`src/hw/rtl/bwu_pkg.sv`:
```
// Package for the batch weight update block: register indexes, update modes,
// Q16.16 constants, the sideband record of the secant divider and saturation.
// No dependencies.
package bwu_pkg;

    typedef enum logic [2:0] {
        REG_MODE,
        REG_SCALE,
        REG_MU,
        REG_DECAY,
        REG_SMIN,
        REG_SMAX,
        REG_GROW,
        REG_SHRINK
    } cfg_idx_t;

    typedef enum logic [1:0] {
        MODE_BATCH,
        MODE_QPROP,
        MODE_RPROP,
        MODE_NONE
    } mode_t;

    localparam int DIV_STAGES   = 31;
    localparam int SHRINK_ITERS = 16;

    localparam logic signed [31:0] QP_STEP_EPS = 32'sd65;
    localparam logic signed [31:0] SAT_MAX     = 32'sh7FFF_FFFF;
    localparam logic signed [31:0] SAT_MIN     = 32'sh8000_0000;

    localparam logic [30:0] ONE_Q16       = 31'd65536;
    localparam logic [30:0] SCALE_RESET   = 31'd45875;
    localparam logic [30:0] MU_RESET      = 31'd114688;
    localparam logic signed [31:0] DECAY_RESET = -32'sd7;
    localparam logic [30:0] SMIN_RESET    = 31'd0;
    localparam logic [30:0] SMAX_RESET    = 31'd3276800;
    localparam logic [30:0] GROW_RESET    = 31'd78643;
    localparam logic [30:0] SHRINK_RESET  = 31'd32768;
    localparam logic [15:0] QP_SHRINK_RESET = 16'd41704;

    typedef struct packed {
        mode_t              mode;
        logic signed [31:0] w;
        logic signed [31:0] rw;
        logic signed [31:0] rslope;
        logic signed [31:0] rstep;
        logic signed [47:0] base;
        logic signed [47:0] mu_term;
        logic               add_mu;
        logic               add_sec;
        logic               neg;
        logic               ovf;
        logic               den_zero;
        logic               num_pos;
        logic               num_neg;
    } side_t;

    function automatic logic signed [31:0] sat32(input logic signed [49:0] v);
        logic signed [31:0] r;
        if (v > 50'sd2147483647)
            r = SAT_MAX;
        else if (v < -50'sd2147483648)
            r = SAT_MIN;
        else
            r = v[31:0];
        return r;
    endfunction

endpackage

```
`src/hw/rtl/bwu_shrink_div.sv`:
```
// Iterative divider that derives the quickprop shrink factor mu/(1+mu).
// Depends on bwu_pkg.
module bwu_shrink_div (
    input  logic        clk,
    input  logic        rst_n,
    input  logic        start,
    input  logic [30:0] mu,
    output logic        busy,
    output logic [15:0] shrink
);
    import bwu_pkg::*;

    logic [31:0] rem_reg, rem_next;
    logic [31:0] den_reg;
    logic [15:0] q_reg, q_next;
    logic [4:0]  cnt_reg;
    logic        busy_reg;
    logic [32:0] trial;
    logic        ge;

    always_comb
    begin
        trial    = {rem_reg, 1'b0};
        ge       = trial >= {1'b0, den_reg};
        rem_next = ge ? 32'(trial - {1'b0, den_reg}) : trial[31:0];
        q_next   = {q_reg[14:0], ge};
    end

    always_ff @(posedge clk or negedge rst_n)
    begin
        if (!rst_n)
        begin
            busy_reg <= 1'b0;
            cnt_reg  <= '0;
            q_reg    <= QP_SHRINK_RESET;
        end
        else if (start)
        begin
            busy_reg <= 1'b1;
            cnt_reg  <= 5'(SHRINK_ITERS);
            q_reg    <= '0;
        end
        else if (busy_reg)
        begin
            q_reg   <= q_next;
            cnt_reg <= cnt_reg - 5'd1;
            if (cnt_reg == 5'd1)
                busy_reg <= 1'b0;
        end
    end

    always_ff @(posedge clk)
    begin
        if (start)
        begin
            rem_reg <= {1'b0, mu};
            den_reg <= {1'b0, mu} + {1'b0, ONE_Q16};
        end
        else if (busy_reg)
            rem_reg <= rem_next;
    end

    assign busy   = busy_reg;
    assign shrink = q_reg;

endmodule

```
`config.mk`:
```
export PLATFORM = sky130hd
export DESIGN_NAME = bwu_shrink_div
export DESIGN_NICKNAME = d
export VERILOG_FILES = /design/src/hw/rtl/bwu_pkg.sv /design/src/hw/rtl/bwu_shrink_div.sv
export SDC_FILE = /design/constraint.sdc
export NUM_CORES = 1
export LEC_CHECK = 0
export ABC_CLOCK_PERIOD_IN_PS = 3050
export BUFFER_PORTS_ARGS = -buffer_cell sky130_fd_sc_hd__buf_2
export CORE_AREA = 8 8 110 112
export CTS_BUF_LIST = sky130_fd_sc_hd__clkbuf_4
export CTS_CLUSTER_SIZE = 16
export DETAILED_ROUTE_END_ITERATION = 8
export DIE_AREA = 0 0 118 120
export PLACE_DENSITY = 0.84
export SYNTH_ARGS = -nofsm -noshare
export SYNTH_HDL_FRONTEND = slang
export SYNTH_SLANG_ARGS = --single-unit
```
`constraint.sdc`:
```
create_clock -name clk -period 3.05 [get_ports clk]
set_clock_uncertainty 0.1 [all_clocks]
set_input_delay 0.7625 -clock clk [delete_from_list [all_inputs] [get_ports clk]]
set_output_delay 0.7625 -clock clk [all_outputs]
set_load 0.005 [all_outputs]
```
==> results of run 1 <==
==> metrics by stage <==
stage	hold WS [ns]	setup TNS (ns)	setup WS, ns
floorplan	0.367	0	0.227
global placement	0.413	0	0.00759
detailed placement	0.423	-0.247	-0.0628
CTS	0.100	0	0.00240
global route	0.132	-0.206	-0.0518
finish	0.113	0	0.0946
==> repair_timing <==
action | in CTS | in global routing
setup buffers | 0 | 8
pin swaps | 0 | 10
setup endpoints to repair | 14 | 30
gates resized for setup | 2 | 27
==> metal layers <==
metal	part of all wire, %	vias to the layer above	global-route usage, %	wire length [microns]
li1	-	2335	-	-
met1	42	2338	24.7	6180
met2	49	180	34.5	7140
met3	6.5	33	5.50	951
met4	2.0	0	8.41	298
met5	0	-	0	0
==> how the worst max path moves through the flow <==
stage	start	endpoint	slack, ns
final	rem_reg[9]	rem_reg[24]	0.09
after global routing	rem_reg[0]	rem_reg[10]	-0.05
after CTS	rem_reg[0]	rem_reg[26]	0.002
after detailed placement	rem_reg[0]	rem_reg[16]	-0.06
after global placement	rem_reg[9]	rem_reg[22]	0.008
after floorplan	rem_reg[0]	rem_reg[24]	0.23
==> worst max-delay path: stages, from the launching register on <==
cell and delay (ns):
edfxtp_1 0.46, ha_2 0.42, nand3_1 0.09, o211ai_1 0.29
a41oi_1 0.16, o31a_1 0.15, o211ai_2 0.25, nand2_4 0.13
buf_6 0.18, and3_1 0.19, a221o_1 0.26
==> where the power goes <==
part           switching [uW]  internal (uW)
logic                    2180           1790
clock network             411            341
registers                 207           1640
==> cell usage after synthesis (all sizes together) (8+ instances only) <==
library cell   n  share of area [%]
a21oi         36                3.2
nand4          8               0.88
dfrtp         15                6.6
ha            35                7.7
clkbuf        12               0.79
inv           39                2.6
a31oi         15                1.7
nor2          53                3.5
nand3         16                1.4
edfxtp        63                 33
o21ai         30                2.6
xnor2         24                3.7
nor3          10               0.88
a21o           9                1.2
buf           14                1.3
xor2          11                1.7
mux2i         20                3.5
nand2         62                4.1
and3          12                1.3
==> kinds of logic after synthesis <==
logic type,count (synthesis)
DFF,86
buffers and inverters,65
AOI/OAI and AO/OA,150
adders and majority gates,36
xor gates and xnor gates,35
and+or+nand+nor,200
muxes,21
==> cell type report <==
type	count	area, sq um	area share (%)
Multi-Input combinational cell	442	3070	46.2
Sequential cell	86	2470	37.3
Tap cell	140	175	2.64
Timing Repair Buffer	97	611	9.21
Inverter	39	146	2.21
Clock buffer	10	75.1	1.13
Clock inverter	6	85.1	1.28
==> results.toml, run 1 <==
[status]
status = "complete, no violations"

[placement]
gp_congestion = 0.929
dp_cells = 796
dpl_cell_area_sq_mm = 0.00628
dp_hpwl_microns = 10700
portBuffers = 50

[final_layout]
final_cells = 820
nFillCells = 866
num_antenna_cells = 0
layout_common_cells = "63 x edfxtp_1, 61 x nand2_1, 53 x nor2_1"
fin_nets = 745
fin_util_pct = 63.1
drive_gt1_share_pct = 21.6
area_growth_pct = 16.6
final_common_cell = "edfxtp_1"
design_area_sq_mm = 0.00663

[global_routing]
grt_util_all_layers_pct = 20.6
gr-total-overflow = 0
grt_pass1_vias = 5048
grt_pass1_wl_microns = 23800
antenna_found_initial = 0
grt_start_max_net_pins = 31

[timing]
fmax_mhz = 338
finalCritPeriodShare_pct = 96.9
relSlewSlack_pct = 59.8
tightest_slew_ns = 0.597
slew_viol_final = 0
hold_viol_final = 0
min_period_ns = 2.96
rsz0062_at_grt = "yes"
setup_violations = 0

[cts]
numCtsBuffers = 9
cts.htree.levels = 3
holdBufCountCts = 0
clk_pin_slew_ns = 0.15
clkLatencyLatePin_ns = 0.48
root_buffer = "clkbuf_4"
tritoncts = "done"
cts.sinks = 86
clk_path_buf_depth = 2

[die]
die_height_microns = 120
row_count = 38
design.core.area_sq_mm = 0.0105
die_w_microns = 118
start_util_pct = 54.1
die-area_sq_mm = 0.0142
ios = 51

[routing]
dr.pass1.iters = 5
drtIter0Drc = 365
vias_per_cell = 5.96
detail_route.wl_per_cell_microns = 17.8
ant_nets = 0
vias = 4886
drc = 0
drt_wl_total_microns = 14600

[critical_path]
startpoint_type = "register"
ff2ff_setup_slack_ns = 0.09
rr_endpoint = "rem_reg[24]"
end_kind = "register"
cp.arrival_ns = 3.07
cp_max_fo = 12
worst-setup-path-type = "register to register"
r2r-start = "rem_reg[9]"
crit_required_ns = 3.17
rr_worst_depth = 10

[logic_synthesis]
async_flop_share_pct = 25.6
synth-simple-area-share_pct = 17.0
synth_nets = 663
synth_edf_count = 63
synthDistinctLibCells = 63
ys_ff_latch = 86
synth_mux_area_share_pct = 3.72
synth-compound-area-share_pct = 17.7
ys.warnings.count = 0
syn_area_sq_mm = 0.00568
synth-main-ff-cell = "edfxtp_1"
syn_inst = 593
synth_xor_area_share_pct = 5.39
synth_top_family_by_area = "compound AO/OA/AOI/OAI gates"
synth_fa_ha_area_share_pct = 8.06
yosysSeqAreaShare_pct = 43.5
avgSynthCellArea_sq_um = 9.58

[min_path]
min_path_type = "input port to asynchronous set/reset pin"

[job]
maxCapViolCount = 0

[power_and_ir_drop]
cellPowerDensity_mw_per_mm2 = 991
p_leak_uw = 0.00297
power.total_uw = 6570
ir_drop_mv = 0.460
No activity file was read; power rests on OpenSTA's default activity.
==> inputs of run 2 (changes only) <==
Settings changed: CELL_PAD_IN_SITES_DETAIL_PLACEMENT from default to 1, CELL_PAD_IN_SITES_GLOBAL_PLACEMENT from default to 1, CORE_AREA 8 8 110 112 to 8 8 123 125, DIE_AREA 0 0 118 120 to 0 0 131 133, SETUP_SLACK_MARGIN from default to 0.02.
==> results.toml, run 2 (synthesized netlist as in run 1, its figures left out) <==
[cts]
numCtsBuffers = 9
cts.sinks = 86
cts.htree.levels = 3
clkLatencyLatePin_ns = 0.50
tritoncts = "done"
clk_path_buf_depth = 2
clk_pin_slew_ns = 0.16
root_buffer = "clkbuf_4"
holdBufCountCts = 0

[global_routing]
grt_start_max_net_pins = 74
grt_pass1_vias = 5211
grt_pass1_wl_microns = 25700
grt_util_all_layers_pct = 18.6
antenna_found_initial = 2
gr-total-overflow = 0

[die]
ios = 51
die_w_microns = 131
die_height_microns = 133
row_count = 42
design.core.area_sq_mm = 0.0131
start_util_pct = 43.4
die-area_sq_mm = 0.0174

[placement]
place_ws_ns = -0.0328
dp_cells = 832
dp_hpwl_microns = 11900
portBuffers = 50
gp_congestion = 0.899

[timing]
fmax_mhz = 333
slew_viol_final = 0
setup_violations = 0
min_period_ns = 3.01
fin_ws_ns = 0.0434
hold_viol_final = 0
tightest_slew_ns = 0.560
relSlewSlack_pct = 62.3
rsz0062_at_grt = "yes"
finalCritPeriodShare_pct = 98.6

[final_layout]
final_common_cell = "edfxtp_1"
final_cells = 857
area_growth_pct = 18.4
fin_util_pct = 51.4
fin_nets = 744
layout_common_cells = "63 x edfxtp_1, 60 x nand2_1, 52 x nor2_1"
drive_gt1_share_pct = 22.5

[power_and_ir_drop]
pwr-share-seq_pct = 28.1
p_leak_uw = 0.00296
ir_drop_mv = 0.313
p_int_uw = 3650
swShare_pct = 44.7
combPwrFrac_pct = 62.1
switchingPower_uw = 2960
cellPowerDensity_mw_per_mm2 = 982
clkPwrFrac_pct = 9.8

[critical_path]
cp.arrival_ns = 3.18
worst-setup-path-type = "register to register"
end_kind = "register"
crit_required_ns = 3.22
cp_max_fo = 8
startpoint_type = "register"

[routing]
vias_per_cell = 5.70
ant_nets = 0
drc = 0
drt_wl_total_microns = 16100
detail_route.wl_per_cell_microns = 18.8
drtIter0Drc = 273
vias = 4887
dr.pass1.iters = 5

[job]
maxCapViolCount = 0

[min_path]
min_path_type = "input port to asynchronous set/reset pin"

[status]
status = "complete, no violations"
[run 2: final timing paths]
path	start	to	slack, ns	cells after the start
worst max-delay path	rem_reg[25]	rem_reg[10]	0.04	9
worst min-delay path	rst_n	shrink[10]	0.09	1
worst max register to register	rem_reg[25]	rem_reg[10]	0.04	9
worst min register to register	shrink[9]	shrink[9]	0.45	2
max in group asynchronous	rst_n	shrink[13]	2.41	1
min in group clk	mu[15]	den_reg[15]	0.34	1
[run 2: repair_timing]
action / in CTS / in global routing
gates cloned: 0 / 0
pin swaps: 0 / 10
endpoints found under the setup margin: 14 / 26
resized for setup: 3 / 35
buffers inserted: 0 / 7
[run 2: power groups by stage]
stage               registers (uW)  clock network (uW)  logic (uW)
finish                        1860                 646        4110
global route                  1890                 703        4490
CTS                           1820                 667        3750
detailed placement            1850                   0        3710
global placement              1820                   0        3550
floorplan                     1780                   0        2550
[run 2: per-layer routing]
metal | vias to the layer above | GRT usage, % | wire [microns]
met5 | - | 0 | 0
met4 | 0 | 7.66 | 389
met3 | 31 | 4.34 | 660
met2 | 107 | 31.0 | 8140
met1 | 2409 | 22.3 | 6880
li1 | 2340 | - | -
[run 2: metrics by stage]
step,hold slack [ns],total power [uW],TNS (ns),instance area (sq um)
global route,0.0988,7090,-0.212,6730
floorplan,0.367,4330,0,5680
finish,0.0906,6610,0,6730
CTS,0.0807,6250,0,6490
detailed placement,0.432,5550,-0.0653,6350
global placement,0.411,5370,0,6350
[run 2: area by class of cell]
cell class                      count  area, sq um
Timing Repair Buffer               96          621
Clock buffer                        9         67.6
Inverter                           39          146
Multi-Input combinational cell    442         3140
Fill cell                        1510         6360
Tap cell                          176          220
Antenna cell                        2         5.00
Sequential cell                    86         2470
Clock inverter                      7         60.1
[run 2: critical path, stage by stage (launching register included)]
cell      delay, ns
edfxtp_1       0.42
ha_2           0.42
nand4_1        0.18
nor3_1         0.33
a31oi_2        0.17
and3_1         0.18
o211ai_2       0.11
nand2_4        0.15
or4b_1         0.52
and4_1         0.21
==> inputs of run 3 (changes only) <==
Settings changed: CAP_MARGIN from default to 20, CORE_AREA 8 8 123 125 to 8 8 143 145, DIE_AREA 0 0 131 133 to 0 0 151 153, MAX_ROUTING_LAYER from default to met4, PLACE_DENSITY 0.84 to 0.66.
==> results.toml, run 3 (synthesized netlist as in run 1, its figures left out) <==
[status]
status = "complete, no violations"

[power_and_ir_drop]
combPwrFrac_pct = 63.1
switchingPower_uw = 3040
swShare_pct = 43.2
p_int_uw = 4000
power.total_uw = 7040
cellPowerDensity_mw_per_mm2 = 1000
p_leak_uw = 0.00304
pwr-share-seq_pct = 26.3
clkPwrFrac_pct = 10.6
ir_drop_mv = 0.277

[job]
maxCapViolCount = 0

[final_layout]
nFillCells = 2141
final_common_cell = "edfxtp_1"
fin_nets = 756
area_growth_pct = 23.3
fin_util_pct = 38.3
layout_common_cells = "63 x edfxtp_1, 60 x nand2_1, 52 x nor2_1"
final_cells = 926
drive_gt1_share_pct = 26.0

[timing]
relSlewSlack_pct = 63.0
rsz0062_at_grt = "yes"
min_period_ns = 2.98
finalCritPeriodShare_pct = 97.6
hold_viol_final = 0
tightest_slew_ns = 0.555
setup_tns_ns = 0
slew_viol_final = 0
fin_ws_ns = 0.0744
setup_violations = 0
fmax_mhz = 336

[die]
die_w_microns = 151
die-area_sq_mm = 0.0231
row_count = 50
ios = 51
die_height_microns = 153
design.core.area_sq_mm = 0.0183
start_util_pct = 31.1

[routing]
detail_route.wl_per_cell_microns = 17.9
vias = 4869
drtIter0Drc = 210
drc = 0
ant_nets = 0
drt_wl_total_microns = 16600
dr.pass1.iters = 4
vias_per_cell = 5.26

[cts]
clk_pin_slew_ns = 0.16
holdBufCountCts = 0
cts.sinks = 86
root_buffer = "clkbuf_4"
numCtsBuffers = 9
clk_path_buf_depth = 2
clkLatencyLatePin_ns = 0.49
cts.htree.levels = 3
tritoncts = "done"

[critical_path]
worst-setup-path-type = "register to register"
rr_worst_depth = 10
startpoint_type = "register"
critPathMaxStageDelay_ns = 0.52
rr_endpoint = "rem_reg[10]"
end_kind = "register"
ff2ff_setup_slack_ns = 0.07
cpMostUsedCell = "o31a_1"
cp.arrival_ns = 3.14
cp_max_fo = 7
crit_required_ns = 3.22
cp_cell_sequence = "ha_4 -> nor2b_4 -> o31a_1 -> o21ai_2 -> o31a_1 -> o211ai_2 -> buf_6 -> nand2_8 -> or4b_4 -> and4_1"
r2r-start = "rem_reg[0]"
crit_slowest_cell = "edfxtp_1"

[placement]
dp_cells = 899
gp_congestion = 0.876
place_ws_ns = -0.0552
portBuffers = 50
dp_hpwl_microns = 12200

[global_routing]
grt_util_all_layers_pct = 15.0
grt_pass1_vias = 5166
gr-total-overflow = 0
grt_start_max_net_pins = 52
antenna_found_initial = 0
grt_pass1_wl_microns = 27000

[min_path]
min_path_type = "input port to asynchronous set/reset pin"
==> run 3: cell count changes in the layout (fill, tap and decap cells not counted), moves of 3 or more <==
cell	delta
o21ai_0	-3
ha_2	+3
buf_4	+7
and3_4	+3
a21oi_1	-3
a21oi_2	+3
and3_1	-3
o21ai_2	+3
==> run 3: timing repair <==
action                     in CTS  in global routing
resized for setup              10                 51
setup buffers                   0                 10
pin swaps                       2                 19
setup endpoints to repair      17                 30
==> run 3: area by class of cell <==
| type | instances | area, sq um | area share, % |
|---|---|---|---|
| multi-input cells | 442 | 3210 | 45.9 |
| flip-flops and latches | 86 | 2470 | 35.3 |
| clock buffers | 10 | 75.1 | 1.07 |
| inverters | 39 | 146 | 2.09 |
| clock inverters | 6 | 73.8 | 1.05 |
| repair buffers | 108 | 731 | 10.4 |
| diodes | 1 | 2.50 | 0.0357 |
| well taps | 234 | 293 | 4.18 |
==> run 3: worst max-delay path by stage <==
stage | from | endpoint | slack, ns | cells after the start
2_1_floorplan | rem_reg[0] | rem_reg[24] | 0.23 | 9
3_3_place_gp | rem_reg[0] | rem_reg[19] | 0.04 | 10
3_5_place_dp | rem_reg[0] | rem_reg[26] | -0.06 | 11
4_1_cts | rem_reg[0] | rem_reg[10] | 0.02 | 10
5_1_grt | rem_reg[0] | rem_reg[10] | -0.04 | 10
6_report | rem_reg[0] | rem_reg[10] | 0.07 | 10
==> run 3: power by group through the flow <==
stage / combinational [uW] / clock [uW] / sequential (uW)
floorplan: 2550 / 0 / 1780
global placement: 3750 / 0 / 1830
detailed placement: 3860 / 0 / 1850
CTS: 3960 / 778 / 1830
global route: 4870 / 807 / 1890
finish: 4440 / 746 / 1850
==> run 3: per-stage QoR <==
step | instance area (sq um) | hold WS, ns
6_report | 7010 | 0.110
5_1_grt | 7000 | 0.0966
4_1_cts | 6690 | 0.0754
3_5_place_dp | 6490 | 0.436
3_3_place_gp | 6490 | 0.409
2_1_floorplan | 5680 | 0.367
==> run 3: worst max-delay path: cells and delay by family (launching register included) <==
kind	cells	cell delay [ns]
fa+ha+maj	1	0.32
buf+inv	1	0.14
flops	1	0.52
compound gates	4	0.83
simple gates	4	0.84
==> run 3: layer usage <==
metal	vias to the layer above	part of all wire, %	GRT usage [%]
met3	16	3.3	2.13
met4	0	1.4	4.90
li1	2360	-	-
met5	-	0	-
met1	2413	45	18.6
met2	80	50	24.4
